==> src/hw/rtl/oms_pkg.sv <==
`default_nettype none
package oms_pkg;

  localparam int unsigned CAP_W = 16;
  // Upper bound applied to the capacity register.
  localparam logic [23:0] MAX_CAPACITY = 24'd65535;
  localparam logic [CAP_W-1:0] CAP_RESET = 16'd1024;
  localparam logic [7:0] COMMA = 8'h2C;
  localparam logic [1:0] ALIGN_MASK = 2'h3;
  localparam int unsigned MAX_RESULTS = 5;

  typedef enum logic [2:0] {
    REQ_START     = 3'd0,
    REQ_ADDR_BYTE = 3'd1,
    REQ_TAG_BYTE  = 3'd2,
    REQ_STR_BYTE  = 3'd3,
    REQ_WORD      = 3'd4,
    REQ_BLOB_LEN  = 3'd5,
    REQ_BLOB_BYTE = 3'd6,
    REQ_FINISH    = 3'd7
  } req_t;

  typedef enum logic [1:0] {
    PH_ADDR = 2'd0,
    PH_TAGS = 2'd1,
    PH_ARGS = 2'd2,
    PH_IDLE = 2'd3
  } phase_t;

  typedef enum logic [1:0] {
    ST_OK       = 2'd0,
    ST_OVERFLOW = 2'd1,
    ST_ALIGN    = 2'd2,
    ST_UNUSED   = 2'd3
  } status_t;

  typedef struct packed {
    logic [2:0]  req;
    logic [7:0]  in_byte;
    logic [31:0] word_value;
  } item_t;

  typedef struct packed {
    logic [15:0] used;
    phase_t      phase;
    logic [15:0] blob_left;
    status_t     abort_code;
  } ctx_t;

  // Everything one token produces: its message bytes, then an optional byte-less result.
  typedef struct packed {
    logic [MAX_RESULTS-1:0][7:0] bytes;
    logic [2:0]                  nbytes;
    logic                        trailer;
    status_t                     trail_status;
    logic [15:0]                 base;
    logic [15:0]                 final_size;
  } plan_t;

endpackage
`default_nettype wire

==> src/hw/rtl/oms_in_stage.sv <==
`default_nettype none
module oms_in_stage (
  input  wire logic          clk,
  input  wire logic          rst,
  input  wire logic          in_valid,
  output logic               in_ready,
  input  wire oms_pkg::item_t in_item,
  input  wire logic          take,
  output logic               held_valid,
  output oms_pkg::item_t     held_item
);

  logic full;
  oms_pkg::item_t item;

  assign in_ready   = !full || take;
  assign held_valid = full;
  assign held_item  = item;

  always_ff @(posedge clk) begin
    if (rst) begin
      full <= 1'b0;
    end else if (in_valid && in_ready) begin
      full <= 1'b1;
    end else if (take) begin
      full <= 1'b0;
    end
  end

  always_ff @(posedge clk) begin
    if (in_valid && in_ready) begin
      item <= in_item;
    end
  end

endmodule
`default_nettype wire

==> src/hw/rtl/oms_plan.sv <==
`default_nettype none
module oms_plan (
  input  wire oms_pkg::item_t     item,
  input  wire oms_pkg::ctx_t      ctx,
  input  wire logic [15:0]        cap,
  output oms_pkg::ctx_t           ctx_next,
  output oms_pkg::plan_t          plan
);

  oms_pkg::req_t req;
  logic          changed;
  logic          cap_bad;
  logic          has_room;
  logic [15:0]   room;
  logic          aligned;
  logic          args_ok;
  logic [15:0]   s1;
  logic [1:0]    pad;
  logic [15:0]   s_pad;
  logic          term;
  logic [2:0]    str_n;
  logic [15:0]   str_used;
  logic [15:0]   blob_dec;

  always_comb begin
    req      = oms_pkg::req_t'(item.req);
    cap_bad  = (cap & {14'd0, oms_pkg::ALIGN_MASK}) != 16'd0;
    has_room = cap > ctx.used;
    room     = has_room ? cap - ctx.used : 16'd0;
    aligned  = (ctx.used[1:0] & oms_pkg::ALIGN_MASK) == 2'd0;
    args_ok  = ctx.phase == oms_pkg::PH_ARGS && ctx.blob_left == 16'd0;
    s1       = ctx.used + 16'd1;
    // Zero bytes needed after the next byte to reach four-byte alignment.
    pad      = 2'(3'd4 - {1'b0, s1[1:0]});
    s_pad    = s1 + {14'd0, pad};
    term     = item.in_byte == 8'd0;
    str_n    = term ? 3'd1 + {1'b0, pad} : 3'd1;
    str_used = term ? s_pad : s1;
    blob_dec = ctx.blob_left - 16'd1;

    ctx_next = ctx;
    plan     = '0;
    changed  = 1'b0;
    plan.base = ctx.used;

    if (req == oms_pkg::REQ_START) begin
      ctx_next.used       = 16'd0;
      ctx_next.blob_left  = 16'd0;
      ctx_next.phase      = oms_pkg::PH_ADDR;
      ctx_next.abort_code = cap_bad ? oms_pkg::ST_ALIGN : oms_pkg::ST_OK;
    end else if (ctx.abort_code != oms_pkg::ST_OK || ctx.phase == oms_pkg::PH_IDLE) begin
      if (req == oms_pkg::REQ_FINISH) begin
        ctx_next.phase = oms_pkg::PH_IDLE;
      end
    end else if (cap_bad) begin
      ctx_next.abort_code = oms_pkg::ST_ALIGN;
      changed = 1'b1;
    end else begin
      case (req)
        oms_pkg::REQ_FINISH: begin
          ctx_next.phase = oms_pkg::PH_IDLE;
        end
        oms_pkg::REQ_ADDR_BYTE: begin
          if (ctx.phase == oms_pkg::PH_ADDR) begin
            if (!has_room) begin
              ctx_next.abort_code = oms_pkg::ST_OVERFLOW;
              changed = 1'b1;
            end else begin
              plan.bytes[0] = item.in_byte;
              plan.nbytes   = str_n;
              ctx_next.used = str_used;
              if (term) begin
                if (cap <= s_pad) begin
                  ctx_next.abort_code = oms_pkg::ST_OVERFLOW;
                  changed = 1'b1;
                end else begin
                  // The comma that opens the type tags follows the padded address.
                  plan.bytes[3'd1 + {1'b0, pad}] = oms_pkg::COMMA;
                  plan.nbytes    = str_n + 3'd1;
                  ctx_next.used  = s_pad + 16'd1;
                  ctx_next.phase = oms_pkg::PH_TAGS;
                end
              end
            end
          end
        end
        oms_pkg::REQ_TAG_BYTE, oms_pkg::REQ_STR_BYTE: begin
          if ((req == oms_pkg::REQ_TAG_BYTE && ctx.phase == oms_pkg::PH_TAGS) ||
              (req == oms_pkg::REQ_STR_BYTE && args_ok)) begin
            if (!has_room) begin
              ctx_next.abort_code = oms_pkg::ST_OVERFLOW;
              changed = 1'b1;
            end else begin
              plan.bytes[0] = item.in_byte;
              plan.nbytes   = str_n;
              ctx_next.used = str_used;
              if (term && req == oms_pkg::REQ_TAG_BYTE) begin
                ctx_next.phase = oms_pkg::PH_ARGS;
              end
            end
          end
        end
        oms_pkg::REQ_WORD, oms_pkg::REQ_BLOB_LEN: begin
          if (args_ok && aligned) begin
            if ((req == oms_pkg::REQ_WORD && room < 16'd4) ||
                (req == oms_pkg::REQ_BLOB_LEN &&
                 ({1'b0, item.word_value} + 33'd4) > {17'd0, room})) begin
              ctx_next.abort_code = oms_pkg::ST_OVERFLOW;
              changed = 1'b1;
            end else begin
              plan.bytes[0] = item.word_value[31:24];
              plan.bytes[1] = item.word_value[23:16];
              plan.bytes[2] = item.word_value[15:8];
              plan.bytes[3] = item.word_value[7:0];
              plan.nbytes   = 3'd4;
              ctx_next.used = ctx.used + 16'd4;
              if (req == oms_pkg::REQ_BLOB_LEN) begin
                ctx_next.blob_left = item.word_value[15:0];
              end
            end
          end
        end
        oms_pkg::REQ_BLOB_BYTE: begin
          if (ctx.phase == oms_pkg::PH_ARGS && ctx.blob_left != 16'd0) begin
            if (!has_room) begin
              ctx_next.abort_code = oms_pkg::ST_OVERFLOW;
              changed = 1'b1;
            end else begin
              plan.bytes[0]      = item.in_byte;
              ctx_next.blob_left = blob_dec;
              // The final blob byte is followed by padding to alignment.
              if (blob_dec == 16'd0) begin
                plan.nbytes   = 3'd1 + {1'b0, pad};
                ctx_next.used = s_pad;
              end else begin
                plan.nbytes   = 3'd1;
                ctx_next.used = s1;
              end
            end
          end
        end
        default: begin
        end
      endcase
    end

    plan.trailer      = plan.nbytes == 3'd0 || changed;
    plan.trail_status = ctx_next.abort_code;
    plan.final_size   = ctx_next.used;
  end

endmodule
`default_nettype wire

==> src/hw/rtl/oms_out_stage.sv <==
`default_nettype none
module oms_out_stage (
  input  wire logic           clk,
  input  wire logic           rst,
  input  wire logic           load,
  input  wire oms_pkg::plan_t plan_in,
  output logic                free,
  output logic                out_valid,
  input  wire logic           out_ready,
  output logic [7:0]          out_byte,
  output logic                has_byte,
  output logic                last,
  output logic [1:0]          status,
  output logic [15:0]         message_size
);

  logic           busy;
  logic [2:0]     idx;
  oms_pkg::plan_t plan;
  logic [2:0]     total;
  logic           is_byte;
  logic           done;

  always_comb begin
    total        = plan.nbytes + {2'd0, plan.trailer};
    is_byte      = idx < plan.nbytes;
    last         = idx == total - 3'd1;
    out_valid    = busy;
    has_byte     = is_byte;
    out_byte     = is_byte ? plan.bytes[idx] : 8'd0;
    status       = is_byte ? oms_pkg::ST_OK : plan.trail_status;
    message_size = is_byte ? plan.base + {13'd0, idx} + 16'd1 : plan.final_size;
    done         = busy && out_ready && last;
    free         = !busy || done;
  end

  always_ff @(posedge clk) begin
    if (rst) begin
      busy <= 1'b0;
      idx  <= 3'd0;
    end else if (load) begin
      busy <= 1'b1;
      idx  <= 3'd0;
    end else if (busy && out_ready) begin
      if (last) begin
        busy <= 1'b0;
      end else begin
        idx <= idx + 3'd1;
      end
    end
  end

  always_ff @(posedge clk) begin
    if (load) begin
      plan <= plan_in;
    end
  end

endmodule
`default_nettype wire

==> src/hw/rtl/osc_message_serializer_unit.sv <==
`default_nettype none
// Streaming encoder for Open Sound Control 1.0 messages. Each slave transaction is one
// token (tuser: start, address byte, type-tag byte, string byte, word, blob length,
// blob byte, finish) and yields one to five master transactions, the final one with
// tlast set. Message bytes carry tuser 1; a byte-less transaction (tuser 0) reports
// status and size for tokens that emit nothing or that abort the message. A token is
// held in an input register, encoded in one pass of logic and moved into the output
// register, so with m_tready high and one result per token a new token is taken every
// cycle; a token with several results holds the output register until its last result
// is taken. Capacity (cfg_wdata, reset 1024 bytes) is sampled as each token is encoded
// and must be a multiple of four.
module osc_message_serializer_unit (
  input  wire logic        clk,
  input  wire logic        rst,
  input  wire logic        cfg_wen,
  input  wire logic [15:0] cfg_wdata,     // packet_capacity
  input  wire logic        s_tvalid,
  output logic             s_tready,
  input  wire logic [39:0] s_tdata,       // in_byte[7:0], word_value[39:8]
  input  wire logic [2:0]  s_tuser,       // req_type[2:0]
  output logic             m_tvalid,
  input  wire logic        m_tready,
  output logic [31:0]      m_tdata,       // out_byte[7:0], status[9:8], message_size[25:10]
  output logic             m_tuser,       // has_byte[0]
  output logic             m_tlast
);

  logic [15:0]    packet_capacity;
  logic [15:0]    cap;
  oms_pkg::ctx_t  ctx;
  oms_pkg::ctx_t  ctx_next;
  oms_pkg::item_t in_item;
  oms_pkg::item_t held_item;
  oms_pkg::plan_t plan;
  logic           held_valid;
  logic           free;
  logic           take;
  logic [7:0]     out_byte;
  logic [1:0]     status;
  logic [15:0]    message_size;

  assign in_item.req        = s_tuser;
  assign in_item.in_byte    = s_tdata[7:0];
  assign in_item.word_value = s_tdata[39:8];

  assign cap  = ({8'd0, packet_capacity} > oms_pkg::MAX_CAPACITY) ?
                oms_pkg::MAX_CAPACITY[15:0] : packet_capacity;
  assign take = held_valid && free;

  assign m_tdata = {6'd0, message_size, status, out_byte};

  always_ff @(posedge clk) begin
    if (rst) begin
      packet_capacity <= oms_pkg::CAP_RESET;
    end else if (cfg_wen) begin
      packet_capacity <= cfg_wdata;
    end
  end

  always_ff @(posedge clk) begin
    if (rst) begin
      ctx.used       <= 16'd0;
      ctx.phase      <= oms_pkg::PH_ADDR;
      ctx.blob_left  <= 16'd0;
      ctx.abort_code <= oms_pkg::ST_OK;
    end else if (take) begin
      ctx <= ctx_next;
    end
  end

  oms_in_stage u_in (
    .clk        (clk),
    .rst        (rst),
    .in_valid   (s_tvalid),
    .in_ready   (s_tready),
    .in_item    (in_item),
    .take       (take),
    .held_valid (held_valid),
    .held_item  (held_item)
  );

  oms_plan u_plan (
    .item     (held_item),
    .ctx      (ctx),
    .cap      (cap),
    .ctx_next (ctx_next),
    .plan     (plan)
  );

  oms_out_stage u_out (
    .clk          (clk),
    .rst          (rst),
    .load         (take),
    .plan_in      (plan),
    .free         (free),
    .out_valid    (m_tvalid),
    .out_ready    (m_tready),
    .out_byte     (out_byte),
    .has_byte     (m_tuser),
    .last         (m_tlast),
    .status       (status),
    .message_size (message_size)
  );

endmodule
`default_nettype wire

==> config.mk <==
export PLATFORM = sky130hd
export DESIGN_NAME = osc_message_serializer_unit
export DESIGN_NICKNAME = d
export VERILOG_FILES = /design/src/hw/rtl/oms_pkg.sv /design/src/hw/rtl/oms_in_stage.sv /design/src/hw/rtl/oms_plan.sv /design/src/hw/rtl/oms_out_stage.sv /design/src/hw/rtl/osc_message_serializer_unit.sv
export SDC_FILE = /design/constraint.sdc
export NUM_CORES = 1
export LEC_CHECK = 0
export BUFFER_PORTS_ARGS = -buffer_cell sky130_fd_sc_hd__buf_2
export CORE_UTILIZATION = 40
export DETAILED_ROUTE_END_ITERATION = 10
export GPL_TIMING_DRIVEN = 0
export PLACE_DENSITY = 0.62
export SYNTH_ARGS = -nofsm -noshare
export SYNTH_HDL_FRONTEND = slang
export SYNTH_SLANG_ARGS = --single-unit
==> constraint.sdc <==
create_clock -name clk -period 11.5 [get_ports clk]
set_input_delay 1.725 -clock clk [delete_from_list [all_inputs] [get_ports clk]]
set_output_delay 1.725 -clock clk [all_outputs]
set_load 0.01 [all_outputs]
-- After elaboration in Yosys (flattened, before gate mapping)
Cells that the tools add are included.
- output and inout port bits: 36
- bits in registers: 178
- bits of input ports: 64
- word-level logic and storage cells: 204
- magnitude comparators: 8
- eq/ne operators: 27
- bitwise gates (word level): 8
- add/sub/neg operators: 15
- reductions and logical operators: 45
- mux-type cells: 80
- operator list (operator ; count):
    16-bit 2-to-1 mux ; 12
    43-bit 2-to-1 mux ; 4
    18-bit 2-to-1 mux ; 9
    35-bit 2-to-1 mux ; 2
    16-bit one-hot mux with 4 select lines ; 1
    16-bit by 1-bit adder with 16-bit output, second input constant ; 3
    24-bit one-hot mux with 2 select lines ; 1
    11-bit 2-to-1 mux ; 4
    11-bit one-hot mux with 4 select lines ; 1
    36-bit 2-to-1 mux ; 1
    34-bit 2-to-1 mux ; 1
    32-bit by 3-bit adder with 33-bit output, second input constant ; 1
    33-bit by 16-bit greater-than comparator with 1-bit output ; 1
    16-bit zero test ; 2
    16-bit one-hot mux with 2 select lines ; 1
    16-bit nonzero test ; 2
    2-bit 2-to-1 mux ; 13
    5-bit by 25-bit AND with 25-bit output ; 1
    25-bit inverter ; 1
    8-bit binary-select mux with 3-bit select ; 1
    8-bit demux with 3-bit select ; 1
    8-bit 2-to-1 mux ; 3
    4-bit by 1-bit != test with 1-bit output, second input constant ; 6
    1-bit 2-to-1 mux ; 17
    49 further kinds ; 94

-- Logic depth before layout (Yosys ltp)
- depth after elaboration: 19
- gate-level depth with buffers: 25
- mapped depth without buffers: 20

-- Cells and area by module
A second synthesis with hierarchy kept.
- cell total of the unflattened synthesis: 1515
- area total of the unflattened synthesis: 13937.1 µm²
- modules (own cells, without submodules) (module ; seq. area each (µm²) ; area an instance (µm²) ; times used ; cells each):
    oms_plan ; 0.0 ; 6626.4 ; 1 ; 1022
    oms_out_stage ; 2422.3 ; 3594.7 ; 1 ; 221
    osc_message_serializer_unit ; 1041.0 ; 2369.8 ; 1 ; 224
    oms_in_stage ; 1311.3 ; 1346.3 ; 1 ; 48

-- Worst setup path after synthesis
OpenSTA, ideal clock, no wires.
- path kind: register -> register
- start point: register ctx[31] (netlist name)
- end point: register u_out.plan[5] (netlist name), data pin
- stages on the path, launching flop included: 23
- path buffers: 5
- library setup time: 0.259 ns
- slack: 5.699 ns
- period minus slack after synthesis: 5.801 ns
- arrival: 5.542 ns
- data required time: 11.241 ns
- cell sequence: dfxtp_1 > clkbuf_1 > inv_1 > ha_1 > clkbuf_1 > nand4_1 > nor3_1 > or4b_2 > o21a_1 > clkbuf_1 > clkbuf_1 > buf_1 > nand2_1 > ha_1 > nand4_1 > nor4_1 > a32oi_1 > a2111oi_4 > a41oi_2 > a2111oi_4 > nand4_1 > a21o_1 > a211o_1
- RTL lines (what ; RTL line ; source):
    end signal, assigned ; oms_out_stage.sv:55 ; plan <= plan_in;
    end, declared ; oms_out_stage.sv:19 ; oms_pkg::plan_t plan;

==> results.tsv <==
metric	value	unit
status	finished, final reports clean	
drive_gt1_frac	0.106	
rsz0062_at_grt	no	
dp_slack	3.31	ns
fmax	0.122	GHz
synth_seq_cells	171	
avgSynthCellArea	8.73	sq um
synthSimpleGateAreaFrac	0.236	
synth.area.top_cells	edfxtp_1 27%, dfxtp_1 9.1%, ha_1 6.6%, nand2_1 4.8%, a21oi_1 4.1%	
synth_warnings	0	
worst-r2r-setup-slack	3.33	ns
hold-path-endpoint	u_out.plan[30]$_DFFE_PP_	
intPower	1140	uW
p_sw	537	uW
finalPower	1680	uW
gp_congestion	0.987	
tightest_slew	1.34	ns
ys_seq_area_frac	0.366	
ys.flop_type	edfxtp_1	
cts_max_path_buffers	2	
hold_class	register to register	
comb_power_share	0.216	
ctsHoldBuffers	0	
antenna_found_initial	2	
core-area	30700	sq um
cap_violations	0	
syn_to_final_growth	13.2	%
clk_latency	0.45	ns
p_leak	0.00521	uW
synth-compound-area-share	0.194	
wirelength	41500	um
final_common_cell	nand2_1	
reg2reg_from	ctx[31]$_SDFFE_PP0P_	
fin_crit_sh	0.710	
async_flop_share	0	
critPathLaunchType	register	
hold_viol	0	
power.density	119	nW/um^2
peakVddDrop	0.0871	mV
dr.pass1.iters	8	
synth.mux.area_fraction	0.0305	
yosysTopAreaCell	edfxtp_1	
critPathCaptureType	register	
p_seq_frac	0.425	
grt-ovfl-total	0	
worstRegToRegCells	23	
fp.dieH	179	um
synth_fa_ha_area_frac	0.0694	
swShare	0.320	
synth_xor_area_frac	0.0611	
slew_violations	0	
p_clk_frac	0.360	
synth_top_area_share	0.274	
clock_sink_count	171	
grt_max_degree	46	
die_area	31900	sq um
grt_pass1_wl	62800	um
min_from	ctx[34]$_SDFFE_PP0P_	
cp_data_required_time	11.66	ns
path_max_fanout	10	
track_usage	0.263	
drt-wirelength-per-cell	21.2	um
cts_setup_buffers	0	
route.detailed.drc	0	
cts.clk_slew.worst_paths	0.07	ns
relSlewSlack	0.0988	
grt_pass1_vias	10800	
finalCriticalPeriod	8.17	ns
finalSetupViolCount	0	
cts_resized	0	
setup_slack	3.33	ns
row_count	64	
holdPathStages	0	
synth.distinct_cells	81	
cts_tree	built	
drtIter0Drc	1379	
port_buffers	91	
nets	1680	
viasPerCell	6.04	
tns	0	ns
clockRootBuffer	clkbuf_16	
skew	0.0128	ns
initial_core_util	0.407	
io_pins	100	
path_class	register to register	
reg2reg_to	u_out.plan[8]$_DFFE_PP_	
worstPathArrival	8.32	ns
final_cell_mix	160 x nand2_1, 114 x edfxtp_1, 113 x nor2_1, 102 x a21oi_1, 95 x buf_2	
dp_hpwl	32100	um
synth_area	12500	sq um
synth_edf_count	114	
synthCells	1429	
vias	11800	
cts_buffers	17	
die-width	179	um
synth_top_family_by_area	simple AND/OR/NAND/NOR gates	
htree_levels	4	
ant_nets	0	
[per-stage QoR]
| step | util | cells | area, sq um | hold WS [ns] |
|---|---|---|---|---|
| 2_1_floorplan | - | 1435 | 12500 | 0.406 |
| 4_1_cts | 0.460 | 1956 | 14100 | 0.442 |
| 6_report | 0.460 | 1958 | 14100 | 0.436 |
| 5_1_grt | 0.460 | 1957 | 14100 | 0.457 |
| 3_5_place_dp | 0.440 | 1924 | 13500 | 0.425 |
| 3_3_place_gp | 0.439 | 1922 | 13500 | 0.412 |
[worst max-delay path: stages, from the launching register on]
cell       delay, ns
dfxtp_1         0.33
clkbuf_1        0.42
inv_1           0.32
ha_1            0.36
clkbuf_1        0.28
nand4_1         0.22
nor3_1          0.32
o211a_1         0.22
o21a_1          0.24
clkbuf_1        0.49
clkbuf_1        0.56
buf_1           0.39
nand2_1         0.15
ha_1            0.33
nand4_1         0.16
nor4_1          0.41
a32oi_1         0.22
a2111oi_4       0.47
a41oi_2         0.28
a2111oi_4       0.86
buf_4           0.32
a41oi_1         0.15
a41oi_1         0.22
o22ai_1         0.13
[layer usage]
metal  part of all wire  global-route usage
met5                  0                   0
met4              0.023              0.0893
met1               0.46               0.375
met3              0.069              0.0392
met2               0.45               0.403
[synthesized netlist by cell type (7+ instances only)]
library cell,n
nor2_1,113
a211o_1,7
nand3_1,36
edfxtp_1,114
a211oi_1,15
and4_1,13
nand2b_1,24
a31oi_1,19
buf_4,8
a21oi_1,103
nor3b_1,11
mux2i_1,20
xnor2_1,55
o211ai_1,9
xor2_1,32
mux4_2,8
o22ai_1,9
nor2b_1,8
nor4_1,22
ha_1,66
nand2_1,160
a22oi_1,27
and2_1,15
o21a_1,12
clkbuf_1,74
or3_1,30
dfxtp_1,57
and3_1,36
o21ai_0,76
nor3_1,38
inv_1,39
nand4_1,43
a21o_1,23
[flip-flops by register name (all words and copies together) (netlist names)]
register         flops
u_out.idx            3
u_out.plan          71
cap                 16
u_in.held_valid      1
u_out.out_valid      1
u_in.held_item      43
ctx                 36
[final cells by class]
| type | count | area, sq um |
|---|---|---|
| clock inverter | 15 | 180 |
| multi-input combinational | 1131 | 7410 |
| tap | 396 | 495 |
| fill | 3046 | 16600 |
| timing repair buffer | 94 | 503 |
| inverter | 42 | 158 |
| sequential | 171 | 4560 |
| clock buffer | 17 | 425 |
| buffer | 91 | 378 |
| antenna | 1 | 2.50 |
[worst max path at each step]
stage / from / to / cells past startpoint
after floorplan: ctx[31]$_SDFFE_PP0P_ / u_out.plan[5]$_DFFE_PP_ / 22
after global placement: ctx[31]$_SDFFE_PP0P_ / u_out.plan[56]$_SDFFCE_PP0P_ / 22
after detailed placement: ctx[31]$_SDFFE_PP0P_ / u_out.plan[56]$_SDFFCE_PP0P_ / 22
after CTS: ctx[31]$_SDFFE_PP0P_ / u_out.plan[56]$_SDFFCE_PP0P_ / 22
after global routing: ctx[31]$_SDFFE_PP0P_ / u_out.plan[12]$_DFFE_PP_ / 23
final: ctx[31]$_SDFFE_PP0P_ / u_out.plan[8]$_DFFE_PP_ / 23
[logic make-up after synthesis]
logic type      count (synthesis)
other cells                     1
flops                         171
xor+xnor                       87
buf+inv                       133
simple gates                  577
fa+ha+maj                      68
compound gates                364
mux                            28
[power groups by stage]
stage,clock (uW),sequential [uW],combinational (uW)
2_1_floorplan,0,714,240
3_3_place_gp,0,727,347
3_5_place_dp,0,725,353
4_1_cts,608,711,355
5_1_grt,635,714,399
6_report,603,712,362
(Power assumes the default switching activity.)
